--- src/design/xsr_pkg.sv ---
// Shared constants, types and helper functions for the xoshiro256++ random source.
`default_nettype none

package xsr_pkg;

  localparam int RESULT_BITS_DEFAULT = 62;
  localparam int FRAC_BITS           = 53;
  localparam int WORD_BITS           = 64;
  localparam int NUM_WORDS           = 4;

  // Request codes carried in the func field
  localparam logic [1:0] FUNC_SEED    = 2'd0;
  localparam logic [1:0] FUNC_BOUNDED = 2'd1;
  localparam logic [1:0] FUNC_UNIT    = 2'd2;

  localparam logic [63:0] GOLDEN_INC = 64'h9e3779b97f4a7c15;
  localparam logic [63:0] MIX_MUL_A  = 64'hbf58476d1ce4e5b9;
  localparam logic [63:0] MIX_MUL_B  = 64'h94d049bb133111eb;

  localparam int ROT_DRAW  = 23;
  localparam int ROT_STATE = 45;
  localparam int SHL_STATE = 17;

  // Request to and answer from the shared multiplier
  typedef struct packed {
    logic        start;
    logic [63:0] a;
    logic [63:0] b;
  } mul_req_t;

  typedef struct packed {
    logic        done;
    logic [63:0] product;
  } mul_rsp_t;

  function automatic logic [63:0] rotl64(input logic [63:0] v, input int amt);
    logic [127:0] dbl;
    dbl = {v, v} << amt;
    return dbl[127:64];
  endfunction

  // Full SplitMix64 output mix; evaluated on constants only (reset values)
  function automatic logic [63:0] sm64_mix(input logic [63:0] acc);
    logic [63:0] z;
    z = acc;
    z = 64'((z ^ (z >> 30)) * MIX_MUL_A);
    z = 64'((z ^ (z >> 27)) * MIX_MUL_B);
    return z ^ (z >> 31);
  endfunction

  // State after reset: expansion of seed zero
  localparam logic [63:0] RESET_W0 = sm64_mix(64'(GOLDEN_INC * 64'd1));
  localparam logic [63:0] RESET_W1 = sm64_mix(64'(GOLDEN_INC * 64'd2));
  localparam logic [63:0] RESET_W2 = sm64_mix(64'(GOLDEN_INC * 64'd3));
  localparam logic [63:0] RESET_W3 = sm64_mix(64'(GOLDEN_INC * 64'd4));

endpackage

`default_nettype wire

--- src/design/xsr_if.sv ---
// Valid/ready channel interfaces for requests and results.
`default_nettype none

interface xsr_in_if;
  logic               valid;
  logic               ready;
  logic [1:0]         func;
  logic signed [63:0] operand;

  modport source (output valid, func, operand, input ready);
  modport sink   (input valid, func, operand, output ready);
endinterface

interface xsr_out_if import xsr_pkg::*; #(
  parameter int RESULT_BITS = RESULT_BITS_DEFAULT
);
  logic                   valid;
  logic                   ready;
  logic [RESULT_BITS-1:0] int_value;
  logic [FRAC_BITS-1:0]   unit_fraction;

  modport source (output valid, int_value, unit_fraction, input ready);
  modport sink   (input valid, int_value, unit_fraction, output ready);
endinterface

`default_nettype wire

--- src/design/xsr_mul_unit.sv ---
// Low 64 bits of a 64x64 product, built from one 32x32 multiplier.
`default_nettype none

module xsr_mul_unit import xsr_pkg::*; (
  input  wire logic     clk,
  input  wire logic     rst,
  input  wire mul_req_t req,
  output mul_rsp_t      rsp
);

  logic [63:0] op_a;
  logic [63:0] op_b;
  logic [63:0] acc;
  logic [1:0]  phase;
  logic        busy;
  logic        done;
  logic [31:0] mul_x;
  logic [31:0] mul_y;
  logic [63:0] partial;

  // phase 0: aL*bL, phase 1: aL*bH << 32, phase 2: aH*bL << 32
  always_comb begin
    mul_x = op_a[31:0];
    mul_y = op_b[31:0];
    case (phase)
      2'd1: mul_y = op_b[63:32];
      2'd2: mul_x = op_a[63:32];
      default: ;
    endcase
    partial = 64'(mul_x) * 64'(mul_y);
  end

  always_ff @(posedge clk) begin
    if (rst) begin
      busy  <= 1'b0;
      done  <= 1'b0;
      phase <= 2'd0;
    end else begin
      done <= 1'b0;
      if (req.start && !busy) begin
        busy  <= 1'b1;
        phase <= 2'd0;
      end else if (busy) begin
        if (phase == 2'd2) begin
          busy <= 1'b0;
          done <= 1'b1;
        end
        phase <= phase + 2'd1;
      end
    end
  end

  always_ff @(posedge clk) begin
    if (req.start && !busy) begin
      op_a <= req.a;
      op_b <= req.b;
    end
    if (busy) begin
      if (phase == 2'd0) begin
        acc <= partial;
      end else begin
        acc <= acc + {partial[31:0], 32'd0};
      end
    end
  end

  assign rsp.done    = done;
  assign rsp.product = acc;

endmodule

`default_nettype wire

--- src/design/xoshiro256pp_random_source_core.sv ---
// Top level: xoshiro256++ generator with SplitMix64 seeding, bounded and unit draws.
//
// One request is taken at a time; in_ch.ready is high only while the sequencer is
// idle, and a finished result sits in the output register so the next request can
// be taken before it is collected. A unit draw or a draw with a bound of zero or
// less passes through the advance and done states to the output register. A draw
// with a positive bound also passes through the divide state, where a restoring
// divider forms the remainder one bit per cycle. A seed request fills the four
// SplitMix64 words in turn: each needs two 64-bit products, and both go through
// one shared 32x32 multiplier. The reset state is the expansion of seed zero.
`default_nettype none

module xoshiro256pp_random_source_core import xsr_pkg::*; #(
  parameter int RESULT_BITS = RESULT_BITS_DEFAULT
) (
  input  wire logic  clk,
  input  wire logic  rst,
  xsr_in_if.sink     in_ch,
  xsr_out_if.source  out_ch
);

  typedef enum logic [6:0] {
    ST_IDLE      = 7'b0000001,
    ST_ADVANCE   = 7'b0000010,
    ST_DIVIDE    = 7'b0000100,
    ST_SEED_ADD  = 7'b0001000,
    ST_SEED_MULA = 7'b0010000,
    ST_SEED_MULB = 7'b0100000,
    ST_DONE      = 7'b1000000
  } state_t;

  state_t state;

  logic [63:0] gen_words [NUM_WORDS];
  logic [1:0]  func;
  logic [63:0] bound;
  logic [63:0] sum_ad;
  logic [63:0] dividend;
  logic [63:0] rem;
  logic [5:0]  bit_cnt;
  logic [63:0] seed_acc;
  logic [63:0] z;
  logic [1:0]  word_idx;
  logic        mul_go;
  logic        seed_fix;

  logic [RESULT_BITS-1:0] res_int;
  logic [FRAC_BITS-1:0]   res_frac;
  logic                   out_valid;

  mul_req_t mul_req;
  mul_rsp_t mul_rsp;

  logic        in_xfer;
  logic        bound_pos;
  logic [63:0] draw;
  logic [63:0] nxt_a, nxt_b, nxt_c, nxt_d;
  logic [63:0] rem_sh;
  logic        rem_ge;
  logic [63:0] rem_new;
  logic [63:0] seed_sum;
  logic [63:0] prod_sh27;
  logic [63:0] prod_sh31;
  logic        out_free;

  assign in_ch.ready = (state == ST_IDLE);
  assign in_xfer     = in_ch.valid && in_ch.ready;
  assign bound_pos   = !bound[63] && (bound != 64'd0);
  assign out_free    = !out_valid || out_ch.ready;

  // Generator step
  always_comb begin
    logic [63:0] c1, d1;
    draw  = rotl64(sum_ad, ROT_DRAW) + gen_words[0];
    c1    = gen_words[2] ^ gen_words[0];
    d1    = gen_words[3] ^ gen_words[1];
    nxt_b = gen_words[1] ^ c1;
    nxt_a = gen_words[0] ^ d1;
    nxt_c = c1 ^ (gen_words[1] << SHL_STATE);
    nxt_d = rotl64(d1, ROT_STATE);
  end

  // Restoring remainder step; rem < bound < 2^63 so the shift drops nothing
  assign rem_sh  = {rem[62:0], dividend[63]};
  assign rem_ge  = (rem_sh >= bound);
  assign rem_new = rem_ge ? (rem_sh - bound) : rem_sh;

  assign seed_sum  = seed_acc + GOLDEN_INC;
  assign prod_sh27 = mul_rsp.product ^ (mul_rsp.product >> 27);
  assign prod_sh31 = mul_rsp.product ^ (mul_rsp.product >> 31);

  assign mul_req.start = mul_go;
  assign mul_req.a     = z;
  assign mul_req.b     = (state == ST_SEED_MULB) ? MIX_MUL_B : MIX_MUL_A;

  xsr_mul_unit u_mul (
    .clk (clk),
    .rst (rst),
    .req (mul_req),
    .rsp (mul_rsp)
  );

  always_ff @(posedge clk) begin
    if (rst) begin
      state        <= ST_IDLE;
      mul_go       <= 1'b0;
      seed_fix     <= 1'b0;
      gen_words[0] <= RESET_W0;
      gen_words[1] <= RESET_W1;
      gen_words[2] <= RESET_W2;
      gen_words[3] <= RESET_W3;
    end else begin
      mul_go   <= 1'b0;
      seed_fix <= 1'b0;
      // all-zero expansion: word 0 becomes 1
      if (seed_fix && ((gen_words[0] | gen_words[1] | gen_words[2] | gen_words[3]) == 64'd0)) begin
        gen_words[0] <= 64'd1;
      end
      unique case (state)
        ST_IDLE: begin
          if (in_xfer) begin
            case (in_ch.func)
              FUNC_SEED: state <= ST_SEED_ADD;
              FUNC_BOUNDED, FUNC_UNIT: state <= ST_ADVANCE;
              default: state <= ST_IDLE;
            endcase
          end
        end
        ST_ADVANCE: begin
          gen_words[0] <= nxt_a;
          gen_words[1] <= nxt_b;
          gen_words[2] <= nxt_c;
          gen_words[3] <= nxt_d;
          if (func == FUNC_BOUNDED && bound_pos) begin
            state <= ST_DIVIDE;
          end else begin
            state <= ST_DONE;
          end
        end
        ST_DIVIDE: begin
          if (bit_cnt == 6'd0) begin
            state <= ST_DONE;
          end
        end
        ST_SEED_ADD: begin
          mul_go <= 1'b1;
          state  <= ST_SEED_MULA;
        end
        ST_SEED_MULA: begin
          if (mul_rsp.done) begin
            mul_go <= 1'b1;
            state  <= ST_SEED_MULB;
          end
        end
        ST_SEED_MULB: begin
          if (mul_rsp.done) begin
            gen_words[word_idx] <= prod_sh31;
            if (word_idx == 2'd3) begin
              seed_fix <= 1'b1;
              state    <= ST_IDLE;
            end else begin
              state <= ST_SEED_ADD;
            end
          end
        end
        ST_DONE: begin
          if (out_free) begin
            state <= ST_IDLE;
          end
        end
        default: state <= ST_IDLE;
      endcase
    end
  end

  // Datapath registers
  always_ff @(posedge clk) begin
    unique case (state)
      ST_IDLE: begin
        if (in_xfer) begin
          func     <= in_ch.func;
          bound    <= in_ch.operand;
          sum_ad   <= gen_words[0] + gen_words[3];
          seed_acc <= in_ch.operand;
          word_idx <= 2'd0;
        end
      end
      ST_ADVANCE: begin
        rem      <= 64'd0;
        dividend <= draw;
        bit_cnt  <= 6'd63;
        if (func == FUNC_UNIT) begin
          res_int  <= '0;
          res_frac <= draw[63:11];
        end else begin
          res_int  <= draw[RESULT_BITS-1:0];
          res_frac <= '0;
        end
      end
      ST_DIVIDE: begin
        rem      <= rem_new;
        dividend <= {dividend[62:0], 1'b0};
        bit_cnt  <= bit_cnt - 6'd1;
        if (bit_cnt == 6'd0) begin
          res_int <= rem_new[RESULT_BITS-1:0];
        end
      end
      ST_SEED_ADD: begin
        seed_acc <= seed_sum;
        z        <= seed_sum ^ (seed_sum >> 30);
      end
      ST_SEED_MULA: begin
        if (mul_rsp.done) begin
          z <= prod_sh27;
        end
      end
      ST_SEED_MULB: begin
        if (mul_rsp.done) begin
          word_idx <= word_idx + 2'd1;
        end
      end
      ST_DONE: ;
      default: ;
    endcase
  end

  // Output register
  always_ff @(posedge clk) begin
    if (rst) begin
      out_valid <= 1'b0;
    end else if (state == ST_DONE && out_free) begin
      out_valid <= 1'b1;
    end else if (out_ch.ready) begin
      out_valid <= 1'b0;
    end
  end

  always_ff @(posedge clk) begin
    if (state == ST_DONE && out_free) begin
      out_ch.int_value     <= res_int;
      out_ch.unit_fraction <= res_frac;
    end
  end

  assign out_ch.valid = out_valid;

  // Multiplier answers only arrive while seeding
  a_mul_done_in_seed: assert property (@(posedge clk) disable iff (rst)
    mul_rsp.done |-> (state == ST_SEED_MULA || state == ST_SEED_MULB))
    else $error("multiplier done outside seeding");

  // Remainder stays below the bound throughout the divide state
  a_rem_below_bound: assert property (@(posedge clk) disable iff (rst)
    (state == ST_DIVIDE) |-> (rem < bound))
    else $error("remainder not below bound");

  // Seeding never leaves an all-zero state
  a_seed_nonzero: assert property (@(posedge clk) disable iff (rst)
    seed_fix |=> ((gen_words[0] | gen_words[1] | gen_words[2] | gen_words[3]) != 64'd0))
    else $error("all-zero state after seeding");

  // A result carries either an integer or a fraction, never both
  a_one_field: assert property (@(posedge clk) disable iff (rst)
    out_valid |-> (out_ch.int_value == '0 || out_ch.unit_fraction == '0))
    else $error("both result fields nonzero");

  // No request is taken in a cycle that starts a seed product on the multiplier
  a_no_accept_busy: assert property (@(posedge clk) disable iff (rst)
    mul_go |-> !in_ch.ready)
    else $error("ready while seeding");

endmodule

`default_nettype wire
--- src/flat_wrapper.sv ---
// flat-port wrapper written by rule: the top's interface ports become plain ports
module xoshiro256pp_random_source_core_flat import xsr_pkg::*;
#(
  parameter int RESULT_BITS = RESULT_BITS_DEFAULT
)
  (clk, rst, in_ch_valid, in_ch_func, in_ch_operand, in_ch_ready, out_ch_valid, out_ch_int_value, out_ch_unit_fraction, out_ch_ready);
  xsr_in_if in_ch_i ();
  xsr_out_if #(.RESULT_BITS(RESULT_BITS)) out_ch_i ();
  input  wire logic clk;
  input  wire logic rst;
  input wire logic [$bits(in_ch_i.valid)-1:0] in_ch_valid;
  input wire logic [$bits(in_ch_i.func)-1:0] in_ch_func;
  input wire logic [$bits(in_ch_i.operand)-1:0] in_ch_operand;
  output wire logic [$bits(in_ch_i.ready)-1:0] in_ch_ready;
  output wire logic [$bits(out_ch_i.valid)-1:0] out_ch_valid;
  output wire logic [$bits(out_ch_i.int_value)-1:0] out_ch_int_value;
  output wire logic [$bits(out_ch_i.unit_fraction)-1:0] out_ch_unit_fraction;
  input wire logic [$bits(out_ch_i.ready)-1:0] out_ch_ready;
  assign in_ch_i.valid = in_ch_valid;
  assign in_ch_i.func = in_ch_func;
  assign in_ch_i.operand = in_ch_operand;
  assign in_ch_ready = in_ch_i.ready;
  assign out_ch_valid = out_ch_i.valid;
  assign out_ch_int_value = out_ch_i.int_value;
  assign out_ch_unit_fraction = out_ch_i.unit_fraction;
  assign out_ch_i.ready = out_ch_ready;
  xoshiro256pp_random_source_core #(.RESULT_BITS(RESULT_BITS)) u_core (.clk(clk), .rst(rst), .in_ch(in_ch_i), .out_ch(out_ch_i));
endmodule
--- config.mk ---
export PLATFORM = sky130hd
export DESIGN_NAME = xoshiro256pp_random_source_core_flat
export DESIGN_NICKNAME = d
export VERILOG_FILES = /design/src/design/xsr_pkg.sv /design/src/design/xsr_if.sv /design/src/design/xsr_mul_unit.sv /design/src/design/xoshiro256pp_random_source_core.sv /design/src/flat_wrapper.sv
export SDC_FILE = /design/constraint.sdc
export NUM_CORES = 2
export LEC_CHECK = 0
export BUFFER_PORTS_ARGS = -buffer_cell sky130_fd_sc_hd__buf_4
export CORE_UTILIZATION = 65
export DETAILED_ROUTE_END_ITERATION = 10
export PLACE_DENSITY = 0.82
export SYNTH_ARGS = -nofsm -noshare
export SYNTH_HDL_FRONTEND = slang
export SYNTH_SLANG_ARGS = --single-unit
--- constraint.sdc ---
create_clock -name clk -period 20.5 [get_ports clk]
set_input_delay 4.1 -clock clk [delete_from_list [all_inputs] [get_ports clk]]
set_output_delay 4.1 -clock clk [all_outputs]
set_load 0.03 [all_outputs]
==> impl_metrics.py <==
metrics = {
    "outcome": {
        "status": "completed",
    },
    "floorplanning": {
        "core_area_um2": 130000,
        "die_w_um": 364,
        "dieArea_um2": 132000,
        "rows": 132,
        "io_pins": 187,
        "floorplan.initialDensity_pct": 65.5,
        "die_y_um": 364,
    },
    "power_and_ir_drop": {
        "switching_share_pct": 49.2,
        "intPower_uw": 7270,
        "seqPwrFrac_pct": 20.8,
        "power_frac_comb_pct": 66.5,
        "leakagePower_uw": 0.0380,
        "p_per_area_nw_per_um2": 156,
        "power_frac_clock_pct": 12.7,
        "p_switching_uw": 7020,
        "ir_drop_mv": 0.328,
    },
    "sta": {
        "clock-skew-final_ns": 0.0417,
        "rsz0062_at_grt": "no",
        "period_share_pct": 57.6,
        "setup_viol": 0,
        "hold_violations": 0,
        "period_minus_slack_ns": 11.81,
        "max_freq_mhz": 84.7,
        "relSlewSlack_pct": 12.1,
        "fin_setup_tns_ns": 0,
        "tightest_slew_ns": 1.31,
        "slew_violations": 0,
    },
    "min_path": {
        "hp-class": "reg -> reg",
        "holdPathStages": 0,
    },
    "layout": {
        "nNetsFinal": 9512,
        "design_area_um2": 91300,
        "multiInputGateArea_um2": 49500,
        "register_area_um2": 30600,
        "n_fill_cell": 9414,
        "drive_gt1_share_pct": 6.81,
        "area_delta_synth_final_pct": 7.52,
    },
    "worst_setup_path": {
        "cp-start-kind": "flop",
        "setup.worst_path.class": "reg -> reg",
        "required_ns": 20.96,
        "arrival_ns": 12.26,
        "slowest_delay_ns": 0.76,
        "reg2reg_depth": 40,
        "crit_top_cell": "inv_1",
        "crit_slowest_cell": "o41ai_1",
        "end_kind": "flop",
        "worst-path-max-fanout": 34,
    },
    "routing": {
        "avgViaCountPerCell": 6.72,
        "drtIter0Drc": 10400,
        "drt.antenna.violating_nets": 0,
        "first_pass_iters": 7,
        "routed_wl_mm": 309,
        "vias": 66400,
        "drc": 0,
        "drt-wirelength-per-cell_um": 31.3,
    },
    "yosys": {
        "synthDistinctLibCells": 102,
        "yosysWarnings": 0,
        "synthCells": 7971,
        "synth_flop_cell": "edfxtp_1",
        "synth_seq_area_share_pct": 36.0,
        "netlist_area_um2": 85000,
        "synthArstFlopShare_pct": 0,
        "syn_nets": 9435,
        "synth-seq-cells": 1023,
        "avgSynthCellArea_um2": 10.7,
        "synth-edff-count": 1009,
    },
    "placed_design": {
        "hpwl_mm": 246,
        "io_buffers": 186,
        "gp_congestion": 1.10,
        "placed_area_um2": 88200,
    },
    "cts": {
        "cts.sinks": 1023,
        "postCtsHoldBufs": 0,
        "clk_pin_slew_ns": 0.06,
        "numCtsBuffers": 96,
        "cts-htree-levels": 3,
        "post-cts-setup-buffer-count": 0,
        "clock-root-buffer": "clkbuf_16",
        "cts_resized": 0,
        "clockBufferDepth": 3,
        "insertion_delay_ns": 0.73,
        "cts_tree": "yes",
    },
    "global_routing": {
        "grt_pass1_vias": 64300,
        "antenna_found_initial": 32,
        "grt-ovfl-total": 0,
        "grt_max_degree": 124,
        "grt_use_total_pct": 47.0,
        "grt_pass1_wl_mm": 441,
    },
    "flow_run": {
        "cap_violations": 0,
    },
}
## worst paths after layout
path / startpoint / end / slack (ns)
worst max-delay path: u_core.u_mul.phase[0] / u_core.u_mul.acc[62] / 8.69
worst min-delay path: u_core.z[61] / u_core.u_mul.op_a[61] / 0.41
worst max register to register: u_core.u_mul.phase[0] / u_core.u_mul.acc[62] / 8.69
worst min register to register: u_core.z[61] / u_core.u_mul.op_a[61] / 0.41
## metal layers
| metal | part of all wire [%] | track usage [%] | vias to the layer above |
|---|---|---|---|
| li1 | - | - | 27400 |
| met1 | 37 | 64.7 | 32200 |
| met2 | 40 | 63.4 | 5606 |
| met3 | 18 | 21.9 | 1109 |
| met4 | 5.5 | 19.8 | 40 |
| met5 | 0.17 | 1.49 | - |
## state kept, by name, indices dropped and copies added (netlist names), 6 cells and up
register,cells
u_core.gen_words,256
u_core.out_ch.int_value,62
u_core.state,7
u_core.u_mul.op_a,64
u_core.res_frac,53
u_core.seed_acc,64
u_core.rem,63
u_core.res_int,62
u_core.dividend,64
u_core.out_ch.unit_fraction,53
u_core.z,64
u_core.u_mul.acc,64
u_core.bit_cnt,6
u_core.sum_ad,64
u_core.bound,64
## placed cells by master (no fill, tap or decap), drive strengths merged, types with 15 or more instances in the layout
| master | instances |
|---|---|
| inv | 1020 |
| edfxtp | 1009 |
| fa | 833 |
| nor2 | 640 |
| ha | 561 |
| nand2 | 544 |
| xnor2 | 498 |
| a21oi | 498 |
| o21ai | 380 |
| buf | 278 |
| xor2 | 269 |
| a21o | 169 |
| clkbuf | 118 |
| o22ai | 108 |
| and2 | 97 |
| nor4 | 95 |
| nand4 | 85 |
| nor3 | 73 |
| o21bai | 72 |
| nor2b | 58 |
| and3 | 58 |
| nand3 | 56 |
| mux2 | 53 |
| clkinv | 50 |
| nand2b | 49 |
| a22oi | 48 |
| a31oi | 43 |
| a211oi | 40 |
| mux2i | 37 |
| o21a | 27 |
| o211ai | 20 |
| o31ai | 19 |
| diode | 15 |
## Yosys cell counts, types with 17 or more instances
library cell | number | area share [%]
o21ai_1 | 51 | 0.30
o21ai_0 | 328 | 1.9
nor3_1 | 72 | 0.42
nor2_1 | 640 | 2.8
nand4_1 | 85 | 0.63
mux2_2 | 53 | 0.70
mux2i_1 | 37 | 0.44
nand2_1 | 544 | 2.4
o31ai_1 | 17 | 0.15
a22oi_1 | 48 | 0.42
o22ai_1 | 108 | 0.80
and2_1 | 95 | 0.70
o211ai_1 | 20 | 0.18
nor4_1 | 95 | 0.70
nand2b_1 | 49 | 0.36
a21oi_1 | 494 | 2.9
a21o_1 | 168 | 1.5
nand3_1 | 56 | 0.33
fa_1 | 833 | 20
o21a_1 | 26 | 0.23
xor2_1 | 269 | 2.8
xnor2_1 | 498 | 5.1
o21bai_1 | 72 | 0.64
a31oi_1 | 41 | 0.30
nor2b_1 | 58 | 0.43
a211oi_1 | 40 | 0.35
inv_1 | 1009 | 4.5
ha_1 | 561 | 8.3
edfxtp_1 | 1009 | 36
clkbuf_1 | 266 | 1.2
and3_1 | 57 | 0.42
## cells by family (layout without fill, tap and decap cells)
kind of cell               Yosys count  count (layout)  share of synthesized area (%)
xor gates and xnor gates           767             767                           7.91
muxes                               90              90                           1.14
and+or+nand+nor                   1820            1820                           9.85
AOI/OAI and AO/OA                 1554            1554                           11.3
buffers and inverters             1323            1478                           5.93
adders and majority gates         1394            1394                           27.9
other                                0              15                              0
DFF                               1023            1023                           36.0
## per-stage QoR
step | hold WS (ns) | cells | utilization (%) | setup WS, ns | power, uW
floorplan | 0.400 | 7971 | - | 10.14 | 9320
global placement | 0.401 | 9692 | 68.0 | 9.25 | 12000
detailed placement | 0.405 | 9692 | 68.0 | 9.11 | 12100
CTS | 0.405 | 9868 | 70.4 | 9.03 | 13900
global route | 0.406 | 9868 | 70.4 | 8.45 | 15000
finish | 0.407 | 9883 | 70.5 | 8.69 | 14300
## cell type report
type,instances,area share (%)
inverters,1024,4.21
flip-flops and latches,1023,33.5
diodes,15,0.0411
repair buffers,278,2.30
well taps,1742,2.39
multi-input cells,5625,54.2
clock buffers,118,2.74
clock inverters,58,0.653
## worst max-delay path: cells and delay by family, from the launching register on
family / cells / cell delay (ns)
flops: 1 / 0.34
compound gates: 14 / 3.29
xor+xnor: 2 / 0.78
simple gates: 2 / 0.35
buf+inv: 9 / 1.54
mux: 2 / 0.75
fa+ha+maj: 11 / 4.42
## power groups by stage
stage / registers, uW / clock network [uW] / logic (uW)
final: 2970 / 1810 / 9510
after global placement: 2990 / 0 / 9030
after global routing: 2970 / 1880 / 10100
after detailed placement: 2990 / 0 / 9080
after CTS: 2950 / 1800 / 9180
after floorplan: 2930 / 0 / 6380
Power figures use the tool's default switching activity.
